**config.mk**
```make
export PLATFORM = sky130hd
export DESIGN_NAME = ils_cell
export DESIGN_NICKNAME = d
export VERILOG_FILES = /design/src/rtl/ils_pkg.sv /design/src/rtl/ils_cell.sv
export SDC_FILE = /design/constraint.sdc
export NUM_CORES = 1
export LEC_CHECK = 0
export ABC_AREA = 1
export BUFFER_PORTS_ARGS = -buffer_cell sky130_fd_sc_hd__buf_2
export CAP_MARGIN = 10
export CORE_MARGIN = 2
export CORE_UTILIZATION = 45
export DETAILED_ROUTE_END_ITERATION = 7
export PLACE_DENSITY = 0.95
export REMOVE_ABC_BUFFERS = 1
export SYNTH_ARGS = -nofsm -noshare
export SYNTH_HDL_FRONTEND = slang
export SYNTH_SLANG_ARGS = --single-unit
```
**constraint.sdc**
```tcl
create_clock -name clk_i -period 3.4 [get_ports clk_i]
set_input_delay 0.34 -clock clk_i [delete_from_list [all_inputs] [get_ports clk_i]]
set_output_delay 0.34 -clock clk_i [all_outputs]
set_load 0.02 [all_outputs]
```
**src/rtl/ils_pkg.sv**
```systemverilog
// Shared types and constants for the indexed list store.
`timescale 1ns / 1ps

package ils_pkg;

  localparam int unsigned CAPACITY      = 64;
  localparam int unsigned ELEMENT_WIDTH = 32;

  typedef enum logic [2:0] {
    OP_APPEND = 3'd0,
    OP_INSERT = 3'd1,
    OP_READ   = 3'd2,
    OP_WRITE  = 3'd3,
    OP_REMOVE = 3'd4,
    OP_FIND   = 3'd5,
    OP_CLEAR  = 3'd6
  } op_e;

  typedef enum logic [1:0] {
    ST_OK    = 2'd0,
    ST_RANGE = 2'd1,
    ST_FULL  = 2'd2
  } status_e;

  typedef enum logic [1:0] {
    CELL_HOLD       = 2'd0,
    CELL_LOAD       = 2'd1,
    CELL_FROM_LOWER = 2'd2,
    CELL_FROM_UPPER = 2'd3
  } cell_ctrl_e;

  typedef struct packed {
    op_e         op;
    logic [6:0]  position;
    logic [31:0] value_in;
  } req_t;

  typedef struct packed {
    status_e     status;
    logic [31:0] value_out;
    logic [5:0]  match_position;
    logic        match_found;
    logic [6:0]  entry_count;
    logic        list_empty;
  } rsp_t;

endpackage

```
**src/rtl/ils_cell.sv**
```systemverilog
// One list entry: holds a word, loads or takes a neighbor's word, compares to a key.
`timescale 1ns / 1ps

module ils_cell #(
  parameter int unsigned ELEMENT_WIDTH = ils_pkg::ELEMENT_WIDTH
) (
  input  logic                     clk_i,
  input  ils_pkg::cell_ctrl_e      ctrl_i,
  input  logic [ELEMENT_WIDTH-1:0] load_i,
  input  logic [ELEMENT_WIDTH-1:0] lower_i,
  input  logic [ELEMENT_WIDTH-1:0] upper_i,
  input  logic [ELEMENT_WIDTH-1:0] key_i,
  output logic [ELEMENT_WIDTH-1:0] data_o,
  output logic                     eq_o
);

  logic [ELEMENT_WIDTH-1:0] data_q;
  logic [ELEMENT_WIDTH-1:0] data_d;

  always_comb begin
    case (ctrl_i)
      ils_pkg::CELL_HOLD:       data_d = data_q;
      ils_pkg::CELL_LOAD:       data_d = load_i;
      ils_pkg::CELL_FROM_LOWER: data_d = lower_i;
      ils_pkg::CELL_FROM_UPPER: data_d = upper_i;
      default:                  data_d = data_q;
    endcase
  end

  always_ff @(posedge clk_i) begin
    data_q <= data_d;
  end

  assign data_o = data_q;
  assign eq_o   = (data_q == key_i);

endmodule

```
==> flow_metrics.env, run 1 <==
export IMPL_multi_input_area_um2=1060
export IMPL_start_util_pct=47.6
export IMPL_slew_viol_final=0
export IMPL_worstPathCellList="nand2_1 > nand2_1 > nor2_1 > nand2_1 > nor2_1 > nand2_1 > nor2_1 > buf_2"
export IMPL_grt_pass1_wl_um=10100
export IMPL_crit_slowest_cell="edfxtp_1"
export IMPL_pwr_share_comb_pct=30.6
export IMPL_power_density_nw_per_um2=353
export IMPL_hold_class="input port to flip-flop"
export IMPL_drive_above_1_share_pct=34.3
export IMPL_min_from="lower_i[13]"
export IMPL_final_cell_mix="buf_2, nand2_1, nand3_1"
export IMPL_totalPowerFinal_mw=1.12
export IMPL_maxSlewHeadroom_pct=49.0
export IMPL_dieHeight_um=75.4
export IMPL_path_delay_family="simple AND/OR/NAND/NOR gates"
export IMPL_rsz0062_at_grt="false"
export IMPL_ys_warn_count=0
export IMPL_row_count=25
export IMPL_ant_nets=0
export IMPL_numPortBuffers=163
export IMPL_clockBufferDepth=2
export IMPL_grt_pass1_vias=2581
export IMPL_swShare_pct=31.6
export IMPL_largest_reg_flops=32
export IMPL_antenna_found_initial=0
export IMPL_critPathMaxFanout=3
export IMPL_cts_htree_levels=2
export IMPL_fin_crit_ns=1.79
export IMPL_syn_area_per_cell_um2=6.65
export IMPL_drt_iter0_drc=149
export IMPL_firstDrtPassIters=4
export IMPL_ys_seq_area_share_pct=41.9
export IMPL_wl_um=6610
export IMPL_post_cts_setup_buffers=0
export IMPL_root_buffer="clkbuf_8"
export IMPL_hpwl_um=5200
export IMPL_hold_violations=0
export IMPL_synthCells=345
export IMPL_path_common_cell="nand2_1"
export IMPL_cts_tree="built"
export IMPL_die_w_um=75.4
export IMPL_cts_resized=0
export IMPL_use_met2_pct=46.2
export IMPL_vias=2678
export IMPL_criticalPathCategory="flip-flop to output port"
export IMPL_fin_nets=632
export IMPL_fin_crit_sh_pct=52.8
export IMPL_grt_met1_usage_pct=22.7
export IMPL_finalWeightedCongestion=0.817
export IMPL_yosysUniqueCellTypes=12
export IMPL_tightest_slew_ns=0.766
export IMPL_p_int_mw=0.766
export IMPL_holdWs_ns=0.351
export IMPL_n_fill_cell=430
export IMPL_finalSetupTns_ns=0
export IMPL_clk_pin_slew_worst_paths_ns=0.06
export IMPL_outcome="finished clean"
export IMPL_grt_usage_pct=23.1
export IMPL_layout_commonest_cell="buf_2"
export IMPL_startpoint_type="flip-flop"
export IMPL_max_clock_freq_mhz=557
export IMPL_routed_via_density=4.73
export IMPL_regArea_um2=961
export IMPL_grt_max_degree=35
export IMPL_critPathLaunch="data_o[14]$_DFFE_PP_"
export IMPL_busiest_layer="met2"
export IMPL_worstPathRequired_ns=3.06
export IMPL_cts_sink_count=32
export IMPL_leakage_nw=1.85
export IMPL_hold_buffers=0
export IMPL_die_area_um2=5680
export IMPL_synth_seq_cells=32
export IMPL_core_area_um2=4820
export IMPL_cp_arrival_ns=1.45
export IMPL_drc=0
export IMPL_finalSetupViolCount=0
export IMPL_synth_area_um2=2290
export IMPL_cts_buffers=5
export IMPL_globalRouteMet3Util_pct=4.63
export IMPL_overflow=0
export IMPL_insertedDiodeCount=0
export IMPL_max_stage_delay_ns=0.43
export IMPL_areaGrowthSynthToFinish_pct=38.1
export IMPL_ir_drop_mv=0.212
export IMPL_critical_path_buf_inv_count=1
export IMPL_boundaryPins=164
export IMPL_maxCapViolCount=0
export IMPL_routedWlPerCell_um=11.7
export IMPL_clock_power_share_pct=22.1
export IMPL_cp_end_kind="output port"
export IMPL_pwr_share_seq_pct=47.3
export IMPL_switchingPower_mw=0.354
==> cell usage after synthesis (all sizes together) <==
master	instances	area (um^2)
xor2	3	26.3
or2	1	6.26
inv	48	183
edfxtp	32	961
nor2	44	181
nand3	64	320
buf	14	93.8
nand2	139	522
==> logic make-up (layout without fill, tap and decap cells) <==
| kind of cell | after synthesis | after routing | share of synthesized area (%) |
|---|---|---|---|
| and+or+nand+nor | 248 | 248 | 44.9 |
| xor gates and xnor gates | 3 | 3 | 1.15 |
| buffers and inverters | 62 | 216 | 12.1 |
| DFF | 32 | 32 | 41.9 |
==> per-stage QoR <==
| stage | setup slack (ns) | std cells | instance area [um^2] | util (%) |
|---|---|---|---|---|
| floorplan | 1.85 | 331 | 2200 | - |
| global placement | 1.45 | 561 | 3100 | 64.3 |
| detailed placement | 1.38 | 561 | 3100 | 64.3 |
| CTS | 1.57 | 566 | 3170 | 65.8 |
| global route | 1.47 | 566 | 3170 | 65.8 |
| finish | 1.61 | 566 | 3170 | 65.8 |
==> power groups by stage <==
stage                     combinational, mW  sequential, mW  clock [mW]
after detailed placement              0.344           0.538           0
after global routing                  0.385           0.537       0.271
final                                 0.342           0.530       0.247
after global placement                0.331           0.534           0
after CTS                             0.344           0.530       0.255
after floorplan                       0.124           0.591           0
==> final cells by class <==
class                   count  share of cell area [%]
clock buffers               5                    2.17
flip-flops and latches     32                    30.3
multi-input cells         251                    33.3
repair buffers            163                    25.8
well taps                  67                    2.65
inverters                  48                    5.77
==> worst paths after layout <==
| check | end | slack, ns | depth (start not counted) |
|---|---|---|---|
| setup / recovery | eq_o | 1.61 | 8 |
| hold / removal | data_o[13]$_DFFE_PP_ | 0.35 | 3 |
==> per-layer routing <==
metal,share of wire (%),vias to the layer above
li1,-,1380
met1,36,1188
met2,56,102
met3,6.4,8
met4,1.2,0
met5,0,-
Note: power is estimated with default switching activity, not from simulation.
==> run 2, diff against run 1 <==
--- a/config.mk
+++ b/config.mk
@@ -9,9 +9,9 @@
 export BUFFER_PORTS_ARGS = -buffer_cell sky130_fd_sc_hd__buf_2
 export CAP_MARGIN = 10
 export CORE_MARGIN = 2
-export CORE_UTILIZATION = 45
+export CORE_UTILIZATION = 37
 export DETAILED_ROUTE_END_ITERATION = 7
-export PLACE_DENSITY = 0.95
+export PLACE_DENSITY = 0.88
 export REMOVE_ABC_BUFFERS = 1
 export SYNTH_ARGS = -nofsm -noshare
 export SYNTH_HDL_FRONTEND = slang
==> constraint.sdc (replaced) <==
create_clock -name clk_i -period 1.5 [get_ports clk_i]
set_input_delay 0.15 -clock clk_i [delete_from_list [all_inputs] [get_ports clk_i]]
set_output_delay 0.15 -clock clk_i [all_outputs]
set_load 0.02 [all_outputs]
==> run 2 against run 1 <==
- the run now ends with setup timing left
- cell area is 1.5% higher
- clock power is 150% higher
- hold slack worse by 0.20 ns
- sequential cell count stayed put
- sequential power is 120% higher
- die area is 20% higher
- highest routed layer unchanged
==> flow_metrics.env, run 2 (same netlist as run 1, synthesis figures left out) <==
export IMPL_fin_crit_ns=1.62
export IMPL_vias=2727
export IMPL_firstDrtPassIters=4
export IMPL_hold_violations=0
export IMPL_cp_arrival_ns=1.47
export IMPL_instances_no_fill=580
export IMPL_criticalPathCategory="flip-flop to output port"
export IMPL_critPathMaxFanout=3
export IMPL_overflow=0
export IMPL_die_area_um2=6840
export IMPL_ant_nets=0
export IMPL_power_density_nw_per_um2=807
export IMPL_root_buffer="clkbuf_8"
export IMPL_hold_class="input port to flip-flop"
export IMPL_pre_cts_ws_ns=0.157
export IMPL_worstPathRequired_ns=1.35
export IMPL_placed_cells=571
export IMPL_cp_end_kind="output port"
export IMPL_hpwl_um=5320
export IMPL_insertedDiodeCount=0
export IMPL_cts_tree="built"
export IMPL_grt_usage_pct=19.0
export IMPL_grt_pass1_vias=2444
export IMPL_finalSetupTns_ns=-0.120
export IMPL_dieHeight_um=82.7
export IMPL_final_area_um2=3210
export IMPL_core_area_um2=5960
export IMPL_final_cell_mix="buf_2, nand2_1, nand3_1"
export IMPL_largest_reg_flops=32
export IMPL_grt_pass1_wl_um=9940
export IMPL_rsz0062_at_grt="true"
export IMPL_outcome="complete, but fails checks"
export IMPL_antenna_found_initial=0
export IMPL_areaGrowthSynthToFinish_pct=40.2
export IMPL_ir_drop_mv=0.365
export IMPL_cts_sink_count=32
export IMPL_finalSetupViolCount=1
export IMPL_hold_buffers=0
export IMPL_multi_input_area_um2=1060
export IMPL_die_w_um=82.7
export IMPL_max_clock_freq_mhz=617
export IMPL_cts_buffers=5
export IMPL_wl_um=6720
export IMPL_routed_via_density=4.70
export IMPL_boundaryPins=164
export IMPL_clk_pin_slew_worst_paths_ns=0.06
export IMPL_placed_area_um2=3120
export IMPL_clockBufferDepth=2
export IMPL_slew_viol_final=0
export IMPL_violations="setup timing"
export IMPL_finalWeightedCongestion=0.777
export IMPL_start_util_pct=38.5
export IMPL_fin_nets=635
export IMPL_routedWlPerCell_um=11.6
export IMPL_numPortBuffers=163
export IMPL_regArea_um2=961
export IMPL_drive_above_1_share_pct=34.5
export IMPL_layout_commonest_cell="buf_2"
export IMPL_startpoint_type="flip-flop"
export IMPL_cts_htree_levels=2
export IMPL_row_count=28
export IMPL_drt_iter0_drc=133
export IMPL_maxSlewHeadroom_pct=50.7
export IMPL_maxCapViolCount=0
export IMPL_setup_ws_ns=-0.120
export IMPL_fin_crit_sh_pct=108
export IMPL_grt_max_degree=34
export IMPL_utilization_pct=54.0
export IMPL_drc=0
export IMPL_leakage_nw=1.87
export IMPL_tightest_slew_ns=0.740
export IMPL_n_fill_cell=577
-- run 2: repair_timing --
action                                  in CTS  in global routing
buffers inserted                             0                  1
endpoints found under the setup margin       1                  1
endpoints found under the hold margin        0                  0
gates resized for setup                      1                  0
pin swaps                                   11                 13
-- run 2: cell type report --
type                            count  area share (%)
Clock inverter                      1           0.117
Timing Repair Buffer              166            26.2
Inverter                           48            5.68
Multi-Input combinational cell    251            32.9
Clock buffer                        7            2.37
Sequential cell                    32            29.9
Tap cell                           75            2.92
-- run 2: path summary, 6_finish.rpt --
check                       startpoint             endpoint  cells after the start
setup / recovery  data_o[10]$_DFFE_PP_                 eq_o                      8
hold / removal              lower_i[8]  data_o[8]$_DFFE_PP_                      3
-- run 2: stage by stage --
stage	total power [mW]	hold slack [ns]
finish	2.59	0.149
global placement	1.97	0.427
detailed placement	2.01	0.430
floorplan	1.62	0.340
CTS	2.62	0.137
global route	2.76	0.148
-- run 2: where the power goes --
group | internal, mW | total, mW | switching [mW]
sequential | 1.12 | 1.19 | 0.0754
combinational | 0.327 | 0.794 | 0.467
clock | 0.322 | 0.606 | 0.284
-- run 2: worst max-delay path, stage by stage, from the launching register on --
cell      delay [ns]
edfxtp_1        0.41
nand2_1         0.09
nand2_1         0.06
nor2_1          0.12
nand2_1         0.07
nor2_1          0.11
nand2_1         0.08
nor2_1          0.11
buf_4           0.15
-- run 2: routing by layer --
metal,share of wire (%),GRT usage [%]
met1,37,19.3
met3,6.7,5.22
met4,2.0,8.85
met2,54,35.6
met5,0,0
==> run 3, diff against run 2 <==
--- a/config.mk
+++ b/config.mk
@@ -9,10 +9,11 @@
 export BUFFER_PORTS_ARGS = -buffer_cell sky130_fd_sc_hd__buf_2
 export CAP_MARGIN = 10
 export CORE_MARGIN = 2
-export CORE_UTILIZATION = 37
+export CORE_UTILIZATION = 41
 export DETAILED_ROUTE_END_ITERATION = 7
-export PLACE_DENSITY = 0.88
+export PLACE_DENSITY = 0.91
 export REMOVE_ABC_BUFFERS = 1
+export SETUP_SLACK_MARGIN = 0.1
 export SYNTH_ARGS = -nofsm -noshare
 export SYNTH_HDL_FRONTEND = slang
 export SYNTH_SLANG_ARGS = --single-unit
==> constraint.sdc (replaced) <==
create_clock -name clk_i -period 1.7 [get_ports clk_i]
set_input_delay 0.17 -clock clk_i [delete_from_list [all_inputs] [get_ports clk_i]]
set_output_delay 0.17 -clock clk_i [all_outputs]
set_load 0.02 [all_outputs]
==> run 3 against run 2 <==
- the run now ends clean
- hold slack gained 0.022 ns
- non-clock buffer count is the same
- sequential share of layout area hardly changed
- cell area up 0.16%
- sequential power is 12% lower
- combinational power decreased by 11%
- via count increased by 0.15%
- count of clock-buffer cells in the layout down 2
- first-iteration DRC count decreased by 25%
- critical path depth did not move
- final cell count fell by 0.69%
- critical path type unchanged
- largest power group unchanged
==> flow_metrics.env, run 3 (same netlist as run 1, synthesis figures left out) <==
export IMPL_outcome="finished clean"
export IMPL_tightest_slew_ns=0.443
export IMPL_overflow=0
export IMPL_cts_tree="built"
export IMPL_wl_um=6950
export IMPL_die_area_um2=6210
export IMPL_rsz0062_at_grt="true"
export IMPL_routed_via_density=4.74
export IMPL_post_cts_setup_buffers=0
export IMPL_hold_violations=0
export IMPL_utilization_pct=59.2
export IMPL_root_buffer="clkbuf_8"
export IMPL_ant_nets=0
export IMPL_regArea_um2=961
export IMPL_final_cell_mix="buf_2, nand2_1, nand3_1"
export IMPL_clk_pin_slew_worst_paths_ns=0.07
export IMPL_grt_pass1_wl_um=10900
export IMPL_worstPathRequired_ns=1.53
export IMPL_maxSlewHeadroom_pct=70.5
export IMPL_cp_arrival_ns=1.48
export IMPL_largest_reg_flops=32
export IMPL_hpwl_um=5360
export IMPL_clockBufferDepth=2
export IMPL_grt_usage_pct=22.2
export IMPL_areaGrowthSynthToFinish_pct=40.4
export IMPL_leakage_nw=1.87
export IMPL_layout_commonest_cell="buf_2"
export IMPL_finalWeightedCongestion=0.889
export IMPL_path_common_cell="nor2_1"
export IMPL_critPathMaxFanout=3
export IMPL_holdPathEnd="data_o[2]$_DFFE_PP_"
export IMPL_routedWlPerCell_um=12.1
export IMPL_pre_cts_ws_ns=0.330
export IMPL_ir_drop_mv=0.335
export IMPL_hold_buffers=0
export IMPL_insertedDiodeCount=0
export IMPL_fin_crit_sh_pct=96.9
export IMPL_drt_iter0_drc=100
export IMPL_slew_viol_final=0
export IMPL_max_clock_freq_mhz=607
export IMPL_n_fill_cell=511
export IMPL_crit_slowest_cell="edfxtp_1"
export IMPL_fin_crit_ns=1.65
export IMPL_worstPathCellList="nor2_1 > nor2_1 > nor2_1 > nand2_1 > nor2_1 > nand2_1 > nor2_1 > buf_4"
export IMPL_antenna_found_initial=0
export IMPL_maxCapViolCount=0
export IMPL_cts_buffers=5
export IMPL_cts_htree_levels=2
export IMPL_startpoint_type="flip-flop"
export IMPL_criticalPathCategory="flip-flop to output port"
export IMPL_die_w_um=78.8
export IMPL_cts_sink_count=32
export IMPL_grt_pass1_vias=2653
export IMPL_placed_cells=569
export IMPL_power_density_nw_per_um2=711
export IMPL_instances_no_fill=576
export IMPL_vias=2731
export IMPL_hold_class="input port to flip-flop"
export IMPL_setup_ws_ns=0.0523
export IMPL_start_util_pct=42.2
export IMPL_firstDrtPassIters=4
export IMPL_core_area_um2=5440
export IMPL_min_from="lower_i[2]"
export IMPL_hold_path_depth=3
export IMPL_max_stage_delay_ns=0.41
export IMPL_multi_input_area_um2=1060
export IMPL_finalSetupViolCount=0
export IMPL_numPortBuffers=163
export IMPL_row_count=27
export IMPL_drc=0
export IMPL_cp_end_kind="output port"
export IMPL_grt_max_degree=34
export IMPL_drive_above_1_share_pct=34.5
export IMPL_dieHeight_um=78.8
export IMPL_fin_nets=635
export IMPL_boundaryPins=164
-- run 3: routing by layer --
metal	wire length, um	up-vias	GRT usage, %
li1	-	1388	-
met1	2550	1203	22.7
met2	3820	124	43.8
met3	427	16	2.73
met4	163	0	10.7
met5	0	-	0
-- run 3: how the worst max path moves through the flow --
stage | endpoint | slack [ns] | cells past startpoint | startpoint
6_report | eq_o | 0.05 | 8 | data_o[3]$_DFFE_PP_
5_1_grt | eq_o | -0.05 | 8 | data_o[3]$_DFFE_PP_
4_1_cts | eq_o | 0.02 | 8 | data_o[8]$_DFFE_PP_
3_5_place_dp | eq_o | 0.33 | 8 | data_o[8]$_DFFE_PP_
3_3_place_gp | eq_o | 0.36 | 8 | data_o[19]$_DFFE_PP_
2_1_floorplan | eq_o | 0.32 | 7 | data_o[20]$_DFFE_PP_
-- run 3: where the power goes --
group | switching, mW | internal [mW] | total, mW | leakage [nW]
combinational | 0.417 | 0.290 | 0.708 | 1.50
clock | 0.258 | 0.270 | 0.528 | 0.0391
sequential | 0.0674 | 0.986 | 1.05 | 0.330
total | 0.743 | 1.55 | 2.29 | 1.87
-- run 3: stage by stage --
| stage | hold WS (ns) | cell area (um^2) | total power, mW | setup TNS [ns] |
|---|---|---|---|---|
| global placement | 0.445 | 3140 | 1.74 | 0 |
| CTS | 0.164 | 3220 | 2.31 | 0 |
| global route | 0.175 | 3220 | 2.42 | -0.0451 |
| floorplan | 0.360 | 2200 | 1.43 | 0 |
| detailed placement | 0.452 | 3140 | 1.78 | 0 |
| finish | 0.171 | 3220 | 2.29 | 0 |
-- run 3: what timing repair did --
item / 4_1_cts / 5_1_grt
pin swaps: 0 / 5
gates cloned: 0 / 0
endpoints found under the setup margin: 1 / 1
gates resized for setup: 1 / 0
-- run 3: critical path, delay by kind of cell, from the launching register on --
kind,cells,cell delay [ns]
buffers and inverters,1,0.15
flip-flops,1,0.41
AND/OR/NAND/NOR,7,0.63
-- run 3: area by class of cell --
class                   instances  share of cell area, %
multi-input cells             251                   32.8
flip-flops and latches         32                   29.8
repair buffers                166                   26.5
inverters                      48                   5.67
well taps                      72                   2.80
clock buffers                   5                   2.14
clock inverters                 2                  0.233
